File: src/sv/etsfd_pkg.sv
// Shared types and constants for the edge timing sensor frame decoder.
`default_nettype none

package etsfd_pkg;

  // Command codes on the input channel.
  localparam logic [1:0] CMD_START = 2'd0;
  localparam logic [1:0] CMD_EDGE  = 2'd1;
  localparam logic [1:0] CMD_END   = 2'd2;

  // Configuration register indexes.
  localparam int unsigned CFG_IDX_W = 3;
  localparam logic [CFG_IDX_W-1:0] CFG_START_LENGTH    = 3'd0;
  localparam logic [CFG_IDX_W-1:0] CFG_BIT_GAP_LENGTH  = 3'd1;
  localparam logic [CFG_IDX_W-1:0] CFG_BYTE_GAP_LENGTH = 3'd2;
  localparam logic [CFG_IDX_W-1:0] CFG_ZERO_MIN        = 3'd3;
  localparam logic [CFG_IDX_W-1:0] CFG_ZERO_MAX        = 3'd4;
  localparam logic [CFG_IDX_W-1:0] CFG_ONE_LENGTH      = 3'd5;
  localparam logic [CFG_IDX_W-1:0] CFG_TOLERANCE       = 3'd6;

  // Frame layout.
  localparam int unsigned    FRAME_W           = 40;
  localparam logic [5:0]     FRAME_BITS        = 6'd40;
  localparam int unsigned    LAST_CHECKED_EDGE = 82;

  // Result status codes.
  typedef enum logic [2:0] {
    ST_OK       = 3'd0,
    ST_START    = 3'd1,
    ST_TIMING   = 3'd2,
    ST_CHECKSUM = 3'd3,
    ST_POLARITY = 3'd4,
    ST_OVERFLOW = 3'd5
  } status_t;

  // Operation handed from the front end to the back end.
  typedef enum logic [1:0] {
    OP_START = 2'd0,
    OP_EDGE  = 2'd1,
    OP_END   = 2'd2
  } op_kind_t;

  typedef struct packed {
    logic [1:0]  command;
    logic        edge_rising;
    logic [15:0] capture_time;
  } in_item_t;

  typedef struct packed {
    status_t     status;
    logic [15:0] humidity;
    logic [15:0] temperature;
  } out_item_t;

  typedef struct packed {
    op_kind_t    kind;
    logic        edge_rising;
    logic [15:0] capture_time;
  } op_t;

  typedef struct packed {
    logic [15:0] start_length;
    logic [15:0] bit_gap_length;
    logic [15:0] byte_gap_length;
    logic [15:0] zero_min;
    logic [15:0] zero_max;
    logic [15:0] one_length;
    logic [7:0]  tolerance;
  } cfg_regs_t;

endpackage

`default_nettype wire

File: src/sv/etsfd_front.sv
// Front end: decodes input beats into operations and queues them for the back end.
`default_nettype none

module etsfd_front (
  input  wire logic               clk,
  input  wire logic               rst_n,
  input  wire logic               in_valid,
  output logic                    in_ready,
  input  wire etsfd_pkg::in_item_t in_data,
  output logic                    op_valid,
  input  wire logic               op_ready,
  output etsfd_pkg::op_t          op_data
);
  import etsfd_pkg::*;

  op_t        q_mem_r [2];
  logic       wr_ptr_r, wr_ptr_nxt;
  logic       rd_ptr_r, rd_ptr_nxt;
  logic [1:0] count_r, count_nxt;
  op_t        dec_op;
  logic       dec_keep;
  logic       push, pop;

  // Classify the command; the unused code is accepted and dropped here.
  always_comb begin
    dec_op.edge_rising  = in_data.edge_rising;
    dec_op.capture_time = in_data.capture_time;
    dec_keep            = 1'b1;
    case (in_data.command)
      CMD_START: dec_op.kind = OP_START;
      CMD_EDGE:  dec_op.kind = OP_EDGE;
      CMD_END:   dec_op.kind = OP_END;
      default: begin
        dec_op.kind = OP_EDGE;
        dec_keep    = 1'b0;
      end
    endcase
  end

  assign in_ready = (count_r != 2'd2);
  assign push     = in_valid && in_ready && dec_keep;
  assign op_valid = (count_r != 2'd0);
  assign pop      = op_valid && op_ready;
  assign op_data  = q_mem_r[rd_ptr_r];

  // Queue pointers and fill count.
  always_comb begin
    wr_ptr_nxt = push ? ~wr_ptr_r : wr_ptr_r;
    rd_ptr_nxt = pop ? ~rd_ptr_r : rd_ptr_r;
    count_nxt  = count_r + 2'(push) - 2'(pop);
  end

  always_ff @(posedge clk) begin
    if (!rst_n) begin
      wr_ptr_r <= 1'b0;
      rd_ptr_r <= 1'b0;
      count_r  <= 2'd0;
    end else begin
      wr_ptr_r <= wr_ptr_nxt;
      rd_ptr_r <= rd_ptr_nxt;
      count_r  <= count_nxt;
    end
  end

  // Queue storage.
  always_ff @(posedge clk) begin
    if (push) begin
      q_mem_r[wr_ptr_r] <= dec_op;
    end
  end

endmodule

`default_nettype wire

File: src/sv/etsfd_back.sv
// Back end: frame state, interval window checks, bit assembly and the result register.
`default_nettype none

module etsfd_back #(
  parameter int MAX_EDGES  = 84,
  parameter int TIME_WIDTH = 16
) (
  input  wire logic                 clk,
  input  wire logic                 rst_n,
  input  wire etsfd_pkg::cfg_regs_t cfg,
  input  wire logic                 op_valid,
  output logic                      op_ready,
  input  wire etsfd_pkg::op_t       op_data,
  output logic                      out_valid,
  input  wire logic                 out_ready,
  output etsfd_pkg::out_item_t      out_data
);
  import etsfd_pkg::*;

  localparam int TW_IN = (TIME_WIDTH < 16) ? TIME_WIDTH : 16;
  localparam int CW    = (TIME_WIDTH > 17) ? TIME_WIDTH : 17;
  localparam int CNT_W = $clog2(MAX_EDGES + 1);

  logic [TW_IN-1:0]   prev_r, prev_nxt;
  logic [CNT_W-1:0]   cnt_r, cnt_nxt;
  logic               last_r, last_nxt;
  logic               ffall_r, ffall_nxt;
  status_t            err_r, err_nxt;
  logic [FRAME_W-1:0] frame_r, frame_nxt;
  logic [5:0]         bits_r, bits_nxt;
  logic               out_valid_r, out_valid_nxt;
  out_item_t          out_r, out_nxt;

  logic [TW_IN-1:0]      t_in;
  logic [TIME_WIDTH-1:0] dt;
  logic [CW-1:0]         dt_c;
  logic [CNT_W-1:0]      j;
  logic                  ok_start, ok_bit_gap, ok_byte_gap, ok_zero, ok_one;
  logic [7:0]            sum;

  // True when v lies within nominal plus or minus tol, the low end clamped at zero.
  function automatic logic near_win(input logic [CW-1:0] v, input logic [15:0] nom,
                                    input logic [7:0] tol);
    logic [15:0] lo;
    logic [16:0] hi;
    lo = (nom > 16'(tol)) ? nom - 16'(tol) : 16'd0;
    hi = 17'(nom) + 17'(tol);
    return (v >= CW'(lo)) && (v <= CW'(hi));
  endfunction

  // Interval since the previous edge, modulo the timer width, and its window checks.
  always_comb begin
    t_in        = op_data.capture_time[TW_IN-1:0];
    dt          = TIME_WIDTH'(t_in) - TIME_WIDTH'(prev_r);
    dt_c        = CW'(dt);
    ok_start    = near_win(dt_c, cfg.start_length, cfg.tolerance);
    ok_bit_gap  = near_win(dt_c, cfg.bit_gap_length, cfg.tolerance);
    ok_byte_gap = near_win(dt_c, cfg.byte_gap_length, cfg.tolerance);
    ok_one      = near_win(dt_c, cfg.one_length, cfg.tolerance);
    ok_zero     = (dt_c >= CW'(cfg.zero_min)) && (dt_c <= CW'(cfg.zero_max));
    j           = cnt_r - CNT_W'(4);
    sum         = frame_r[39:32] + frame_r[31:24] + frame_r[23:16] + frame_r[15:8];
  end

  // An end beat waits only for room in the result register.
  assign op_ready = (op_data.kind != OP_END) || !out_valid_r || out_ready;

  // Step the frame state by one operation.
  always_comb begin
    prev_nxt      = prev_r;
    cnt_nxt       = cnt_r;
    last_nxt      = last_r;
    ffall_nxt     = ffall_r;
    err_nxt       = err_r;
    frame_nxt     = frame_r;
    bits_nxt      = bits_r;
    out_nxt       = out_r;
    out_valid_nxt = out_valid_r && !out_ready;
    if (op_valid && op_ready) begin
      case (op_data.kind)
        OP_START: begin
          prev_nxt  = '0;
          cnt_nxt   = '0;
          last_nxt  = 1'b0;
          ffall_nxt = 1'b0;
          err_nxt   = ST_OK;
          frame_nxt = '0;
          bits_nxt  = '0;
        end
        OP_EDGE: begin
          if (err_r != ST_OK) begin
            // A latched error freezes the frame until the next start.
          end else if (cnt_r >= CNT_W'(MAX_EDGES)) begin
            err_nxt = ST_OVERFLOW;
          end else if (cnt_r == '0) begin
            last_nxt  = op_data.edge_rising;
            ffall_nxt = !op_data.edge_rising;
            if (op_data.edge_rising) begin
              err_nxt = ST_START;
            end
            prev_nxt = t_in;
            cnt_nxt  = cnt_r + CNT_W'(1);
          end else if (op_data.edge_rising == last_r) begin
            err_nxt = ST_POLARITY;
          end else begin
            last_nxt = op_data.edge_rising;
            prev_nxt = t_in;
            cnt_nxt  = cnt_r + CNT_W'(1);
            if (cnt_r == CNT_W'(1) || cnt_r == CNT_W'(2)) begin
              if (!ok_start) begin
                err_nxt = ST_START;
              end
            end else if (cnt_r == CNT_W'(3)) begin
              if (!ok_bit_gap) begin
                err_nxt = ST_TIMING;
              end
            end else if (cnt_r > CNT_W'(LAST_CHECKED_EDGE)) begin
              // Surplus edges are counted but not checked.
            end else if (!j[0]) begin
              // High pulse: one data bit.
              if (ok_zero || ok_one) begin
                frame_nxt = {frame_r[FRAME_W-2:0], !ok_zero};
                bits_nxt  = bits_r + 6'd1;
              end else begin
                err_nxt = ST_TIMING;
              end
            end else if (j[3:1] == 3'b111) begin
              if (!ok_byte_gap) begin
                err_nxt = ST_TIMING;
              end
            end else begin
              if (!ok_bit_gap) begin
                err_nxt = ST_TIMING;
              end
            end
          end
        end
        OP_END: begin
          out_valid_nxt       = 1'b1;
          out_nxt.humidity    = '0;
          out_nxt.temperature = '0;
          if (err_r != ST_OK) begin
            out_nxt.status = err_r;
          end else if (cnt_r == '0 || !ffall_r) begin
            out_nxt.status = ST_START;
          end else if (bits_r < FRAME_BITS) begin
            out_nxt.status = ST_TIMING;
          end else begin
            out_nxt.humidity    = frame_r[39:24];
            out_nxt.temperature = frame_r[23:8];
            out_nxt.status      = (sum == frame_r[7:0]) ? ST_OK : ST_CHECKSUM;
          end
        end
        default: begin
        end
      endcase
    end
  end

  always_ff @(posedge clk) begin
    if (!rst_n) begin
      prev_r      <= '0;
      cnt_r       <= '0;
      last_r      <= 1'b0;
      ffall_r     <= 1'b0;
      err_r       <= ST_OK;
      frame_r     <= '0;
      bits_r      <= '0;
      out_valid_r <= 1'b0;
    end else begin
      prev_r      <= prev_nxt;
      cnt_r       <= cnt_nxt;
      last_r      <= last_nxt;
      ffall_r     <= ffall_nxt;
      err_r       <= err_nxt;
      frame_r     <= frame_nxt;
      bits_r      <= bits_nxt;
      out_valid_r <= out_valid_nxt;
    end
  end

  // Result payload register.
  always_ff @(posedge clk) begin
    out_r <= out_nxt;
  end

  assign out_valid = out_valid_r;
  assign out_data  = out_r;

endmodule

`default_nettype wire

File: src/sv/edge_timing_sensor_frame_decoder_unit.sv
// Top level of the edge timing sensor frame decoder: configuration registers and the two halves.
`default_nettype none

// Decodes one single-wire sensor frame from timestamped edge beats. The block takes one input
// beat per clock cycle while its queue has room: the front end decodes each beat into a
// two-entry queue, and the back end applies one queued operation per cycle unless an end command
// waits for the result register, each edge passing through the back end's interval subtract and
// window compare. An end command produces one result beat in the cycle after the back end takes
// it; it waits there only while the output register holds a result that has not been taken, and
// the queue absorbs one further beat meanwhile. A start command clears the frame state.
// Configuration writes are meant for idle periods only, and writes to an index past the last
// register are ignored.
module edge_timing_sensor_frame_decoder_unit #(
  parameter int MAX_EDGES  = 84,
  parameter int TIME_WIDTH = 16
) (
  input  wire logic                                    clk,
  input  wire logic                                    rst_n,
  input  wire logic                                    in_valid,
  output logic                                         in_ready,
  input  wire etsfd_pkg::in_item_t                     in_data,
  output logic                                         out_valid,
  input  wire logic                                    out_ready,
  output etsfd_pkg::out_item_t                         out_data,
  input  wire logic                                    cfg_valid,
  output logic                                         cfg_ready,
  input  wire logic [etsfd_pkg::CFG_IDX_W-1:0]         cfg_index,
  input  wire logic [15:0]                             cfg_data
);
  import etsfd_pkg::*;

  cfg_regs_t cfg_r, cfg_nxt;
  logic      op_valid, op_ready;
  op_t       op_data;

  assign cfg_ready = 1'b1;

  // Configuration register write decode.
  always_comb begin
    cfg_nxt = cfg_r;
    if (cfg_valid) begin
      case (cfg_index)
        CFG_START_LENGTH:    cfg_nxt.start_length    = cfg_data;
        CFG_BIT_GAP_LENGTH:  cfg_nxt.bit_gap_length  = cfg_data;
        CFG_BYTE_GAP_LENGTH: cfg_nxt.byte_gap_length = cfg_data;
        CFG_ZERO_MIN:        cfg_nxt.zero_min        = cfg_data;
        CFG_ZERO_MAX:        cfg_nxt.zero_max        = cfg_data;
        CFG_ONE_LENGTH:      cfg_nxt.one_length      = cfg_data;
        CFG_TOLERANCE:       cfg_nxt.tolerance       = cfg_data[7:0];
        default: begin
        end
      endcase
    end
  end

  always_ff @(posedge clk) begin
    if (!rst_n) begin
      cfg_r.start_length    <= 16'd80;
      cfg_r.bit_gap_length  <= 16'd50;
      cfg_r.byte_gap_length <= 16'd67;
      cfg_r.zero_min        <= 16'd24;
      cfg_r.zero_max        <= 16'd30;
      cfg_r.one_length      <= 16'd70;
      cfg_r.tolerance       <= 8'd5;
    end else begin
      cfg_r <= cfg_nxt;
    end
  end

  etsfd_front u_front (
    .clk      (clk),
    .rst_n    (rst_n),
    .in_valid (in_valid),
    .in_ready (in_ready),
    .in_data  (in_data),
    .op_valid (op_valid),
    .op_ready (op_ready),
    .op_data  (op_data)
  );

  etsfd_back #(
    .MAX_EDGES  (MAX_EDGES),
    .TIME_WIDTH (TIME_WIDTH)
  ) u_back (
    .clk       (clk),
    .rst_n     (rst_n),
    .cfg       (cfg_r),
    .op_valid  (op_valid),
    .op_ready  (op_ready),
    .op_data   (op_data),
    .out_valid (out_valid),
    .out_ready (out_ready),
    .out_data  (out_data)
  );

endmodule

`default_nettype wire

File: config.mk
export PLATFORM = sky130hd
export DESIGN_NAME = edge_timing_sensor_frame_decoder_unit
export DESIGN_NICKNAME = d
export VERILOG_FILES = /design/src/sv/etsfd_pkg.sv /design/src/sv/etsfd_front.sv /design/src/sv/etsfd_back.sv /design/src/sv/edge_timing_sensor_frame_decoder_unit.sv
export SDC_FILE = /design/constraint.sdc
export NUM_CORES = 1
export LEC_CHECK = 0
export ABC_AREA = 1
export BUFFER_PORTS_ARGS = -buffer_cell sky130_fd_sc_hd__buf_4
export CAP_MARGIN = 10
export CELL_PAD_IN_SITES_DETAIL_PLACEMENT = 0
export CELL_PAD_IN_SITES_GLOBAL_PLACEMENT = 1
export CORE_MARGIN = 2
export CORE_UTILIZATION = 47
export CTS_CLUSTER_DIAMETER = 120
export DETAILED_ROUTE_END_ITERATION = 8
export PLACE_DENSITY_LB_ADDON = 0.12
export SKIP_CTS_REPAIR_TIMING = 1
export SYNTH_ARGS = -nofsm -noshare
export SYNTH_HDL_FRONTEND = slang
export SYNTH_SLANG_ARGS = --single-unit
File: constraint.sdc
create_clock -name clk -period 4.7 [get_ports clk]
set_input_delay 0 -clock clk [delete_from_list [all_inputs] [get_ports clk]]
set_output_delay 0 -clock clk [all_outputs]
set_load 0.005 [all_outputs]
==> metrics.log <==
INFO  metric postSynthAreaPerCell = 7.563 um^2
INFO  metric tritoncts.num_buffers = 31
INFO  metric leakage = about 0.0099 uW
INFO  metric synth_top_area_cell = dfxtp_1
INFO  metric maxCapViolations = 0
INFO  metric insertedDiodeCount = 0
INFO  metric floorplan.die.height = 204.1 um
INFO  metric post-route-drc-count = 0
INFO  metric buffer_ports.inserted = 79
INFO  metric grt_pass1_vias = between 15k and 20k
INFO  metric antenna_violating_nets_post_route = 0
INFO  metric finalHoldViolCount = 3
INFO  metric clock_insertion_delay_worst_skew = 600 ps
INFO  metric global_route.usage.total = around 26%
INFO  metric dieArea = 41650 um^2
INFO  metric row_count = 73
INFO  metric fin_worst_skew = approximately 21 ps
INFO  metric gpl.final_weighted_congestion = 0.9212
INFO  metric clock_tree.htree_level_count = 1
INFO  metric mapped_cell_area = between 15000 and 20000 um^2
INFO  metric failed_checks = hold timing
INFO  metric worstPathArrival = 5000 ps
INFO  metric worst_slack = approximately 240 ps
INFO  metric grt_max_degree = 97
INFO  metric post_synth_arst_share = 0%
INFO  metric cts_sinks = 257
INFO  metric ys_warn_count = 0
INFO  metric worst-slew-pin-transition = 998.5 ps
INFO  metric setup_viol = 0
INFO  metric critPathCaptureType = register
INFO  metric netlist_top_cells_area = dfxtp_1 20%, ha_1 17%, edfxtp_1 12%, nand2_1 8.0%, a21oi_1 6.6%
INFO  metric finalPower = 16360 uW
INFO  metric vias = about 17k
INFO  metric ys.flop_type = dfxtp_1
INFO  metric cts_tree = done
INFO  metric timing.critical_path.required = between 5000 and 6000 ps
INFO  metric vias_cell = 5.277
INFO  metric place_ws = -117.1 ps
INFO  metric design.portCount = 81
INFO  metric post-synth-top-count-cell = nand2_1
INFO  metric globalRoute.totalOverflow = 0
INFO  metric timing.critical_path.slowest_stage_cell = dfxtp_2
INFO  metric syn2layout_area_growth = 17.39%
INFO  metric starting_density_of_the_core = 47.47%
INFO  metric cp_slowest_stage_delay = 390 ps
INFO  metric cts.reportedPaths.clkPinSlew = 70 ps
INFO  metric placed_cells_incl_taps = 3085
INFO  metric detailed_place_hpwl = 42.36 mm
INFO  metric detail_route.first_pass.iterations = 5
INFO  metric cp-start-kind = register
INFO  metric fin_worst_hold_slack = -31.17 ps
INFO  metric drv_slew = 0
INFO  metric drive_gt1_share = between 10% and 20%
INFO  metric route.final.wire_length = 54.95 mm
INFO  metric maxClockFrequency = 224.1 MHz
INFO  metric synth_top_cells_by_count = 402 x nand2_1, 314 x inv_1, 267 x nor2_1
INFO  metric period_share = 94.96%
INFO  metric peakVddDrop = ~0.46 mV
INFO  metric synth.yosys.seq_area_share = 31.23%
INFO  metric dr.first_iter.drc_count = approximately 1k
INFO  metric outcome = finished with violations
INFO  metric worst-path-max-fanout = 15
INFO  metric finalWorstPathRequiredPeriod = ~4500 ps
INFO  metric final_cells = 3197
INFO  metric global_route_wire_length_before_repair = 85.28 mm
INFO  metric criticalPathCategory = reg2reg
INFO  metric synth_enable_flop_cells = 73
INFO  metric synth_unique_cells = slightly below 60
INFO  metric timing.critical_path.mode_cell = nand3_1
INFO  metric grt_antenna_before_repair = 0
INFO  metric synth_seq_cells = 257
INFO  metric syn_inst = 2488
INFO  metric route.detailed.wl_per_inst = 17.19 um
INFO  metric cts_max_path_buffers = 3
INFO  metric cts_root_buf = clkbuf_16
INFO  metric type_of_the_most_critical_hold_path = in2reg
INFO  metric synth_fp_nets = 2809
INFO  metric synth_top_cell_area_share = about a fifth
INFO  metric core = 39640 um^2
INFO  metric power.density_cell_area = 740.6 nW/um^2
INFO  metric finish.net_count = 2968
INFO  metric max-slew-margin-rel = 33.43%
INFO  metric die-width = a little over 200 um
-- cell usage in the layout, fill, tap and decap left out, drive strengths merged, types with 2 or more instances in the layout --
master / instances
nand4: 22
bufinv: 4
and2: 2
clkbuf: 46
nand2: 411
o221ai: 2
nand3b: 2
xor2: 69
nor4: 12
inv: 329
o211ai: 11
o21a: 3
o21ai: 227
a21o: 2
a21oi: 282
edfxtp: 73
buf: 148
nand3: 130
ha: 255
nor3: 39
or2: 9
dfxtp: 184
o31ai: 2
dlygate4sd3: 45
xnor2: 14
a21boi: 3
nor2: 270
clkinv: 10
fa: 23
a31oi: 5
mux2i: 2
o21bai: 10
a211oi: 18
-- final cells by class --
cell class,count,area (um^2)
clock buffer,44,885.9
timing repair buffer,195,1684
clock inverter,14,195.2
inverter,330,1240
sequential,257,5877
tap,525,656.9
multi-input combinational,1832,11550
fill,3813,17550
-- registers in the layout (all words and copies together), names as in the netlist, 2 cells and up, named ones only --
register,count
u_front.count_r,2
cfg_r,104
u_back.bits_r,6
u_back.prev_r,16
u_back.out_data,35
u_back.err_r,3
u_back.cnt_r,7
u_front.q_mem_r,38
u_back.frame_r,40
-- worst max-delay path: cells and delay by family, from the launching register on --
kind	cells	cell delay, ps
fa+ha+maj	3	810
buf+inv	6	670
simple gates	15	1620
xor+xnor	1	140
mux	1	270
flops	1	390
compound gates	3	470
-- path summary, 6_finish.rpt --
| path | slack [ps] | cells after the start | endpoint | start |
|---|---|---|---|---|
| setup / recovery | 240 | 29 | u_back.frame_r[27] | register |
| setup reg to reg | 240 | 29 | u_back.frame_r[27] | register |
| hold reg to reg | 460 | 2 | cfg_r[49] | cfg_r[49] |
| hold / removal | -30 | 5 | cfg_r[14] | cfg_valid |
-- power breakdown --
group	internal, uW	leakage [uW]	switching [uW]
clock	1530	0.000531	1000
combinational	4220	0.00719	6770
sequential	2630	0.00217	200
total	8390	0.00989	7970
-- metal layers --
| metal | global-route usage, % | part of all wire, % |
|---|---|---|
| met5 | 0 | 0 |
| met4 | 6.366 | 2.6 |
| met3 | 2.455 | 3.6 |
| met2 | 43.98 | 47 |
| met1 | 35.23 | 46 |
-- metrics by stage --
step | utilization [%] | cell area, um^2 | hold WS [ps] | setup TNS, ps
finish | 55.73 | 22090 | -31.17 | 0
global route | 55.73 | 22090 | 25.24 | -1432
CTS | 53.69 | 21280 | -449.1 | -3195
detailed placement | 50.96 | 20200 | 187.6 | -2092
global placement | 50.96 | 20200 | 185.2 | 0
floorplan | - | 18820 | 98.87 | 0
-- cells by family (layout without fill, tap and decap cells) --
logic type | after synthesis | after routing | share of synthesized area (%)
simple gates | 898 | 899 | 20.05
compound gates | 569 | 569 | 16.71
buf+inv | 400 | 583 | 8.518
fa+ha+maj | 278 | 278 | 19.40
flops | 257 | 257 | 31.23
xor+xnor | 83 | 83 | 3.903
mux | 2 | 2 | 0.1729
other cells | 1 | 1 | 0.01993
No activity file was read; power rests on OpenSTA's default activity.
